**config.mk**
```make
export PLATFORM = sky130hd
export DESIGN_NAME = keyframe_linear_predict_compress_core
export DESIGN_NICKNAME = d
export VERILOG_FILES = /design/src/hdl/kflp_pkg.sv /design/src/hdl/kflp_front.sv /design/src/hdl/kflp_queue.sv /design/src/hdl/kflp_back.sv /design/src/hdl/keyframe_linear_predict_compress_core.sv
export SDC_FILE = /design/constraint.sdc
export NUM_CORES = 2
export LEC_CHECK = 0
export BUFFER_PORTS_ARGS = -buffer_cell sky130_fd_sc_hd__buf_2
export CELL_PAD_IN_SITES_DETAIL_PLACEMENT = 1
export CELL_PAD_IN_SITES_GLOBAL_PLACEMENT = 1
export CORE_MARGIN = 3
export CORE_UTILIZATION = 35
export DETAILED_ROUTE_END_ITERATION = 12
export PLACE_DENSITY = 0.59
export SLEW_MARGIN = 10
export SYNTH_ARGS = -nofsm -noshare
export SYNTH_HDL_FRONTEND = slang
export SYNTH_SLANG_ARGS = --single-unit
```
**constraint.sdc**
```tcl
create_clock -name clk_i -period 39.8 [get_ports clk_i]
set_clock_uncertainty 0.1 [all_clocks]
set_input_delay 5.97 -clock clk_i [delete_from_list [all_inputs] [get_ports clk_i]]
set_output_delay 5.97 -clock clk_i [all_outputs]
set_load 0.005 [all_outputs]
```
**src/hdl/kflp_pkg.sv**
```systemverilog
// Shared types and constants for the keyframe linear-prediction compressor.
// Used by the front end, the entry queue, the back end and the top level.
package kflp_pkg;

  localparam int PosBits     = 32;
  localparam int FrameBits   = 16;
  localparam int ThreshBits  = 31;
  localparam int CfgIdxBits  = 2;
  localparam int CfgDataBits = 32;

  // Prediction accumulator: key position plus slope times up to 2^FrameBits-1 frames.
  localparam int PredBits = PosBits + FrameBits + 2;

  localparam int QueueDepthDefault = 2;

  localparam logic [ThreshBits-1:0] ThreshReset = ThreshBits'(66);

  localparam logic [CfgIdxBits-1:0] CfgFrameCount     = CfgIdxBits'(0);
  localparam logic [CfgIdxBits-1:0] CfgErrorThreshold = CfgIdxBits'(1);

  // What the back end has to do with a sample.
  typedef enum logic [1:0] {
    ClsFirst,
    ClsFinal,
    ClsSlope,
    ClsPredict
  } kflp_cls_e;

  typedef struct packed {
    logic signed [PosBits-1:0] sample_x;
    logic signed [PosBits-1:0] sample_y;
    logic signed [PosBits-1:0] sample_z;
  } kflp_in_t;

  typedef struct packed {
    logic [FrameBits-1:0]      key_frame;
    logic signed [PosBits-1:0] key_x;
    logic signed [PosBits-1:0] key_y;
    logic signed [PosBits-1:0] key_z;
    logic                      last_key;
  } kflp_out_t;

  typedef struct packed {
    kflp_cls_e            cls;
    logic                 last;
    logic [FrameBits-1:0] idx;
    kflp_in_t             pos;
  } kflp_entry_t;

endpackage

```
**src/hdl/kflp_front.sv**
```systemverilog
// Front end: accepts samples, tracks the frame number and classifies each sample.
// Depends on kflp_pkg.
module kflp_front (
  input  logic                           clk_i,
  input  logic                           rst_ni,
  input  logic [kflp_pkg::FrameBits-1:0] frame_count_i,
  input  logic                           in_valid_i,
  input  kflp_pkg::kflp_in_t             in_data_i,
  input  logic                           queue_full_i,
  output logic                           in_stall_o,
  output logic                           push_o,
  output kflp_pkg::kflp_entry_t          entry_o
);
  import kflp_pkg::*;

  logic [FrameBits-1:0] sample_index_q, sample_index_d;
  logic                 accept;
  logic                 fc_zero;
  logic                 fc_one;

  assign in_stall_o = queue_full_i;
  assign accept     = in_valid_i & ~queue_full_i;
  assign fc_zero    = (frame_count_i == '0);
  assign fc_one     = (frame_count_i == FrameBits'(1));

  always_comb begin
    entry_o.cls  = ClsPredict;
    entry_o.last = 1'b0;
    entry_o.idx  = sample_index_q;
    entry_o.pos  = in_data_i;
    sample_index_d = sample_index_q + FrameBits'(1);
    if (sample_index_q == '0) begin
      entry_o.cls    = ClsFirst;
      entry_o.last   = fc_one;
      sample_index_d = fc_one ? '0 : FrameBits'(1);
    end else if (sample_index_q >= frame_count_i) begin
      entry_o.cls    = ClsFinal;
      entry_o.last   = 1'b1;
      sample_index_d = '0;
    end else if (sample_index_q == FrameBits'(1)) begin
      entry_o.cls = ClsSlope;
    end
    if (fc_zero) begin
      sample_index_d = '0;
    end
  end

  // A track of zero frames swallows its samples without touching the back end.
  assign push_o = accept & ~fc_zero;

  always_ff @(posedge clk_i or negedge rst_ni) begin
    if (!rst_ni) begin
      sample_index_q <= '0;
    end else if (accept) begin
      sample_index_q <= sample_index_d;
    end
  end

endmodule

```
**src/hdl/kflp_queue.sv**
```systemverilog
// Small register FIFO that decouples the classifying front end from the back end.
// Depends on kflp_pkg for the entry type.
module kflp_queue #(
  parameter int Depth = kflp_pkg::QueueDepthDefault
) (
  input  logic                  clk_i,
  input  logic                  rst_ni,
  input  logic                  push_i,
  input  kflp_pkg::kflp_entry_t entry_i,
  output logic                  full_o,
  input  logic                  pop_i,
  output logic                  head_valid_o,
  output kflp_pkg::kflp_entry_t head_o
);
  import kflp_pkg::*;

  localparam int PtrBits = (Depth > 1) ? $clog2(Depth) : 1;
  localparam int CntBits = $clog2(Depth + 1);

  kflp_entry_t        slots_q [Depth];
  logic [PtrBits-1:0] wr_ptr_q, rd_ptr_q;
  logic [CntBits-1:0] count_q;
  logic               do_push, do_pop;

  assign full_o       = (count_q == CntBits'(Depth));
  assign head_valid_o = (count_q != '0);
  assign head_o       = slots_q[rd_ptr_q];
  assign do_push      = push_i & ~full_o;
  assign do_pop       = pop_i & head_valid_o;

  function automatic logic [PtrBits-1:0] next_ptr(input logic [PtrBits-1:0] p);
    next_ptr = (p == PtrBits'(Depth - 1)) ? '0 : p + PtrBits'(1);
  endfunction

  always_ff @(posedge clk_i or negedge rst_ni) begin
    if (!rst_ni) begin
      wr_ptr_q <= '0;
      rd_ptr_q <= '0;
      count_q  <= '0;
    end else begin
      if (do_push) begin
        wr_ptr_q <= next_ptr(wr_ptr_q);
      end
      if (do_pop) begin
        rd_ptr_q <= next_ptr(rd_ptr_q);
      end
      if (do_push && !do_pop) begin
        count_q <= count_q + CntBits'(1);
      end else if (do_pop && !do_push) begin
        count_q <= count_q - CntBits'(1);
      end
    end
  end

  always_ff @(posedge clk_i) begin
    if (do_push) begin
      slots_q[wr_ptr_q] <= entry_i;
    end
  end

endmodule

```
**src/hdl/kflp_back.sv**
```systemverilog
// Back end: holds the key, slope and running prediction, decides misses, emits keys.
// Depends on kflp_pkg.
module kflp_back (
  input  logic                            clk_i,
  input  logic                            rst_ni,
  input  logic [kflp_pkg::ThreshBits-1:0] error_threshold_i,
  input  logic                            head_valid_i,
  input  kflp_pkg::kflp_entry_t           head_i,
  output logic                            pop_o,
  output logic                            out_valid_o,
  input  logic                            out_stall_i,
  output kflp_pkg::kflp_out_t             out_data_o
);
  import kflp_pkg::*;

  localparam int ErrBits = PredBits + 1;

  logic signed [PosBits-1:0]   anchor_q [3];
  logic signed [PosBits-1:0]   prev_q   [3];
  logic signed [PosBits:0]     slope_q  [3];
  logic signed [PredBits-1:0]  pred_q   [3];
  logic signed [PosBits-1:0]   anchor_d [3];
  logic signed [PosBits:0]     slope_d  [3];
  logic signed [PredBits-1:0]  pred_d   [3];

  logic signed [PosBits-1:0]   cur       [3];
  logic signed [PosBits-1:0]   base      [3];
  logic signed [PosBits:0]     slope_new [3];
  logic signed [PredBits-1:0]  pred_restart [3];
  logic signed [PredBits-1:0]  pred_step [3];
  logic signed [ErrBits-1:0]   err       [3];
  logic signed [ErrBits-1:0]   thr_pos, thr_neg;
  logic [2:0]                  miss;
  logic                        miss_any;

  logic                        out_valid_q, out_valid_d;
  kflp_out_t                   out_q, out_d;
  logic                        emit;
  logic                        out_free;

  assign cur[0] = head_i.pos.sample_x;
  assign cur[1] = head_i.pos.sample_y;
  assign cur[2] = head_i.pos.sample_z;

  assign thr_pos = {{(ErrBits - ThreshBits){1'b0}}, error_threshold_i};
  assign thr_neg = -thr_pos;

  // Per axis: prediction error, the slope that a new key would give, and both
  // ways the running prediction can move on to the next frame.
  always_comb begin
    for (int a = 0; a < 3; a++) begin
      base[a]      = (head_i.cls == ClsSlope) ? anchor_q[a] : prev_q[a];
      slope_new[a] = {cur[a][PosBits-1], cur[a]} - {base[a][PosBits-1], base[a]};
      pred_restart[a] = {{(PredBits - PosBits){cur[a][PosBits-1]}}, cur[a]}
                      + {{(PredBits - PosBits - 1){slope_new[a][PosBits]}}, slope_new[a]};
      pred_step[a] = pred_q[a]
                   + {{(PredBits - PosBits - 1){slope_q[a][PosBits]}}, slope_q[a]};
      err[a] = {pred_q[a][PredBits-1], pred_q[a]}
             - {{(ErrBits - PosBits){cur[a][PosBits-1]}}, cur[a]};
      miss[a] = (err[a] > thr_pos) || (err[a] < thr_neg);
    end
  end

  assign miss_any = |miss;
  assign out_free = ~out_valid_q | ~out_stall_i;
  assign pop_o    = head_valid_i & out_free;

  always_comb begin
    for (int a = 0; a < 3; a++) begin
      anchor_d[a] = anchor_q[a];
      slope_d[a]  = slope_q[a];
      pred_d[a]   = pred_q[a];
    end
    emit            = 1'b0;
    out_d           = out_q;
    out_d.key_frame = head_i.idx;
    out_d.key_x     = cur[0];
    out_d.key_y     = cur[1];
    out_d.key_z     = cur[2];
    out_d.last_key  = head_i.last;
    unique case (head_i.cls)
      ClsFirst: begin
        emit = 1'b1;
        for (int a = 0; a < 3; a++) begin
          anchor_d[a] = cur[a];
        end
      end
      ClsFinal: begin
        emit = 1'b1;
      end
      ClsSlope: begin
        for (int a = 0; a < 3; a++) begin
          slope_d[a] = slope_new[a];
          pred_d[a]  = pred_restart[a];
        end
      end
      ClsPredict: begin
        if (miss_any) begin
          // The previous sample becomes the key, one frame before this one.
          emit            = 1'b1;
          out_d.key_frame = head_i.idx - FrameBits'(1);
          out_d.key_x     = prev_q[0];
          out_d.key_y     = prev_q[1];
          out_d.key_z     = prev_q[2];
          out_d.last_key  = 1'b0;
          for (int a = 0; a < 3; a++) begin
            anchor_d[a] = prev_q[a];
            slope_d[a]  = slope_new[a];
            pred_d[a]   = pred_restart[a];
          end
        end else begin
          for (int a = 0; a < 3; a++) begin
            pred_d[a] = pred_step[a];
          end
        end
      end
      default: begin
        emit = 1'b0;
      end
    endcase
  end

  always_comb begin
    out_valid_d = out_valid_q & out_stall_i;
    if (pop_o && emit) begin
      out_valid_d = 1'b1;
    end
  end

  always_ff @(posedge clk_i or negedge rst_ni) begin
    if (!rst_ni) begin
      out_valid_q <= 1'b0;
    end else begin
      out_valid_q <= out_valid_d;
    end
  end

  always_ff @(posedge clk_i) begin
    if (pop_o) begin
      for (int a = 0; a < 3; a++) begin
        anchor_q[a] <= anchor_d[a];
        slope_q[a]  <= slope_d[a];
        pred_q[a]   <= pred_d[a];
        if (head_i.cls != ClsFinal) begin
          prev_q[a] <= cur[a];
        end
      end
      if (emit) begin
        out_q <= out_d;
      end
    end
  end

  assign out_valid_o = out_valid_q;
  assign out_data_o  = out_q;

endmodule

```
**src/hdl/keyframe_linear_predict_compress_core.sv**
```systemverilog
// Keyframe reduction of a 3-D position track by linear extrapolation.
// Throughput: one sample per cycle while the entry queue has room; the back end settles
// one sample per cycle on its state unless a key waits on a stalled output. A sample is
// registered in the entry queue, its key then in the output register, held while stalled.
// Reset: frame counter back to frame 0, queue and output empty, frame_count 0 and
// error_threshold 66 (about 0.001 in Q15.16).
module keyframe_linear_predict_compress_core #(
  parameter int QueueDepth = kflp_pkg::QueueDepthDefault
) (
  input  logic                             clk_i,
  input  logic                             rst_ni,
  // Configuration writes: index 0 is frame_count, index 1 is error_threshold.
  input  logic                             cfg_valid_i,
  output logic                             cfg_ready_o,
  input  logic [kflp_pkg::CfgIdxBits-1:0]  cfg_index_i,
  input  logic [kflp_pkg::CfgDataBits-1:0] cfg_data_i,
  // Sample beats in.
  input  logic                             in_valid_i,
  output logic                             in_stall_o,
  input  kflp_pkg::kflp_in_t               in_data_i,
  // Key beats out.
  output logic                             out_valid_o,
  input  logic                             out_stall_i,
  output kflp_pkg::kflp_out_t              out_data_o
);
  import kflp_pkg::*;

  logic [FrameBits-1:0]  frame_count_q;
  logic [ThreshBits-1:0] error_threshold_q;

  logic                  push;
  kflp_entry_t           entry;
  logic                  queue_full;
  logic                  pop;
  logic                  head_valid;
  kflp_entry_t           head;

  // Configuration is always accepted; unknown indexes are dropped. The frame
  // count is taken modulo the frame counter width.
  assign cfg_ready_o = 1'b1;

  always_ff @(posedge clk_i or negedge rst_ni) begin
    if (!rst_ni) begin
      frame_count_q     <= '0;
      error_threshold_q <= ThreshReset;
    end else if (cfg_valid_i) begin
      case (cfg_index_i)
        CfgFrameCount: begin
          frame_count_q <= cfg_data_i[FrameBits-1:0];
        end
        CfgErrorThreshold: begin
          error_threshold_q <= cfg_data_i[ThreshBits-1:0];
        end
        default: begin
          frame_count_q <= frame_count_q;
        end
      endcase
    end
  end

  // The front end only needs the frame number to decide what each sample is:
  // first key, final key, slope setup or a prediction check. That lets it run
  // ahead of the back end, which is the only part that waits on the output.
  kflp_front u_front (
    .clk_i         (clk_i),
    .rst_ni        (rst_ni),
    .frame_count_i (frame_count_q),
    .in_valid_i    (in_valid_i),
    .in_data_i     (in_data_i),
    .queue_full_i  (queue_full),
    .in_stall_o    (in_stall_o),
    .push_o        (push),
    .entry_o       (entry)
  );

  kflp_queue #(
    .Depth (QueueDepth)
  ) u_queue (
    .clk_i        (clk_i),
    .rst_ni       (rst_ni),
    .push_i       (push),
    .entry_i      (entry),
    .full_o       (queue_full),
    .pop_i        (pop),
    .head_valid_o (head_valid),
    .head_o       (head)
  );

  // The back end keeps a running prediction per axis that advances by the slope
  // each frame, so no multiplication is needed: a miss is one wide subtract and
  // a compare against the threshold on each axis.
  kflp_back u_back (
    .clk_i             (clk_i),
    .rst_ni            (rst_ni),
    .error_threshold_i (error_threshold_q),
    .head_valid_i      (head_valid),
    .head_i            (head),
    .pop_o             (pop),
    .out_valid_o       (out_valid_o),
    .out_stall_i       (out_stall_i),
    .out_data_o        (out_data_o)
  );

endmodule

```
==> impl_results.md <==
- Status: complete, no violations
- Post-synthesis register bit count: roughly 850
- Die Height: 430 µm
- Initial antenna violation count: 3
- Crit Path Max Fanout: 43
- Synthesized cell area: approximately 0.063 mm²
- Initial Util: roughly 35%
- Clock-pin slew on the worst setup and hold paths: roughly 0.060 ns
- Clock latency on the worst-skew pair: approximately 0.76 ns
- GRT Max-Usage Layer: met2
- FMAX: approximately 0.074 GHz
- Area delta synth->final: 11.8%
- Max_cap viols: 0
- Drt drc: 0
- Async S/R FF share, synth: under 10%
- Crit end category: flip-flop
- Fin crit period: approximately 13 ns
- Detailed Routing Iterations Pass 1: 5
- Synth top area cells: edfxtp_1, ha_1, a21oi_1
- H-Tree Level Count: 3
- RSZ-0062 raised after global routing: no
- Number of flops mapped to enable cells by yosys: between 700 and 800
- Met1 Use GR: between 20% and 30%
- Worst path arrival time: between 10 and 15 ns
- Filler cells: between 15000 and 20000
- GR Layer Usage met2: around a third
- Most used DFF post-synth: edfxtp_1
- Vias/cell: 5.42
- CTS Hold Buffers Added: 0
- DRT antenna net count: 0
- Final Setup Violations: 0
- Port buffer count: roughly 250
- Library cells used by synthesis: 94
- CP Launch Type: flip-flop
- Buffer depth of the longest clock path: 3
- Highest-delay cell along the critical path: a2111oi_0
- Via count: between 40000 and 50000
- Slew @ Worst Pin: roughly 1.2 ns
- Synthesized net count: about 7000
- Critical path's most frequent cell: o21ai_0
- Worst hold-check path type: reg2reg
- Final net count: roughly 7300
- Rows: approximately 150
- Slowest Stage Delay on Critical Path: 1.01 ns
- CTS buffer count: between 100 and 150
- Antenna Cells: 0
- Die area: 0.185 mm²
- Root Buffer: clkbuf_16
- Synth top cells by count: edfxtp_1, ha_1, a21oi_1
- Finished Core Util: roughly 40%
- CTS tree: yes
- Setup TNS: 0 ns
- Die X-Extent: 430 µm
- Post-synthesis sequential area ratio: 40.2%
- Grt ovf: 0
- Slew HR: 17.4%
- Largest net degree at the start of global routing: 124
- Total Wirelength: 186000 µm
- Core area: approximately 0.18 mm²
- DP Worst Slack: around 26 ns
- Required time of the critical path: between 40 and 50 ns
- Share of cells above drive strength 1: between 8 and 9%
- Detailed Place HPWL: approximately 140000 µm
- Synth Instances: around 6100
- Resized cells post-CTS: 0
- Postcts setup bufs: 0
- WL/cell: about 21 µm
- GRT Total Usage: around a fifth
- Final Slew Violations: 0
- Met3 GRT Util: 2.11%
- Worst Slack Setup Final: roughly 26 ns
- Dominant cell type by area after synthesis: edfxtp_1
- Hold Violations, Final: 0
- Initial DRC count: approximately 2400
- Vias in the first global route: around 50000
- IO Count: approximately 250
- First-pass GRT wire length: roughly 290000 µm
- Final weighted congestion in routability-driven placement: 0.853
- Post-synth top area share: between 30% and 40%
- Hold_ws: 0.400 ns
- Syn avg cell area: between 10 and 15 µm²
- Critical path type: reg2reg
- Tcrit/Tclk final: between 30 and 40%
- Syn. warnings: 0
- Clock sinks: 852
- Top-count cell post-synth: edfxtp_1
## kinds of logic after synthesis
| logic type | synth area share, % |
|---|---|
| adder cells (fa/ha/maj) | 15.5 |
| AND/OR/NAND/NOR | 11.2 |
| multiplexers | 5.91 |
| flip-flops | 40.2 |
| XOR/XNOR | 6.57 |
| other | 0.00597 |
| AO/OA/AOI/OAI | 17.7 |
| buffers and inverters | 3.01 |
## worst max-delay path: cells and delay by family, from the launching register on
| family | cells | cell delay, ns |
|---|---|---|
| buf+inv | 4 | 1.38 |
| xor+xnor | 1 | 0.23 |
| flops | 1 | 0.67 |
| mux | 1 | 0.32 |
| fa+ha+maj | 3 | 1.01 |
| compound gates | 13 | 4.53 |
| simple gates | 13 | 4.78 |
## metal layers
metal | vias to the layer above | wire length (µm)
met1 | 23609 | 88100
met2 | 493 | 89600
met5 | - | 0
met3 | 157 | 4880
li1 | 23585 | -
met4 | 0 | 3600
## final cells by class
| type | count | area (µm²) | share of cell area [%] |
|---|---|---|---|
| flip-flops and latches | 852 | 25300 | 35.9 |
| inverters | 331 | 1240 | 1.77 |
| clock inverters | 65 | 701 | 0.997 |
| repair buffers | 284 | 1560 | 2.23 |
| multi-input cells | 4824 | 35800 | 51.0 |
| well taps | 2340 | 2930 | 4.17 |
| clock buffers | 128 | 2780 | 3.95 |
## state kept, by name, summed over array words and instances (netlist names)
register,count
u_queue.count_q,2
u_queue.rd_ptr_q,1
u_queue.wr_ptr_q,1
u_back.out_valid_o,1
u_back.pred_q,150
u_back.prev_q,96
u_front.sample_index_q,16
error_threshold_q,31
u_back.anchor_q,96
u_back.out_data_o,113
u_queue.slots_q,230
frame_count_q,16
u_back.slope_q,99
## cell usage in the layout, fill, tap and decap left out, types with 85 or more instances in the layout
cell type	synthesis	layout
edfxtp_1	784	784
ha_1	757	757
a21oi_1	596	595
nor2_1	417	413
nand2_1	357	357
inv_1	330	330
xnor2_1	318	318
o21ai_0	315	315
a21o_1	253	253
buf_2	21	247
mux2i_1	220	217
xor2_1	153	153
nand3_1	124	124
clkbuf_16	0	106
mux2_1	92	92
nor3_1	90	90
o21ai_1	86	85
## path summary, 6_finish.rpt
check | from | end | slack (ns) | cells after the start
max in group asynchronous | rst_ni | error_threshold_q[26]$_DFFE_PN0P_ | 33.65 | 1
min | u_queue.count_q[1]$_DFFE_PN0P_ | u_queue.count_q[1]$_DFFE_PN0P_ | 0.40 | 1
min in group asynchronous | rst_ni | u_back.out_valid_o$_DFF_PN0_ | 5.25 | 1
min reg2reg | u_queue.count_q[1]$_DFFE_PN0P_ | u_queue.count_q[1]$_DFFE_PN0P_ | 0.40 | 1
max reg2reg | u_queue.rd_ptr_q$_DFFE_PN0P_ | u_back.pred_q[0][140]$_DFFE_PP_ | 26.35 | 35
max | u_queue.rd_ptr_q$_DFFE_PN0P_ | u_back.pred_q[0][140]$_DFFE_PP_ | 26.35 | 35
## stage by stage
step	cells	instance area [µm²]
after floorplan	6144	62800
after global placement	8631	66800
after detailed placement	8631	66800
after CTS	8824	70300
after global routing	8824	70300
final	8824	70300
Power is left out: the tool's default activity adds up to more than one toggle a clock period on the data nets, which glitch-free logic cannot reach.
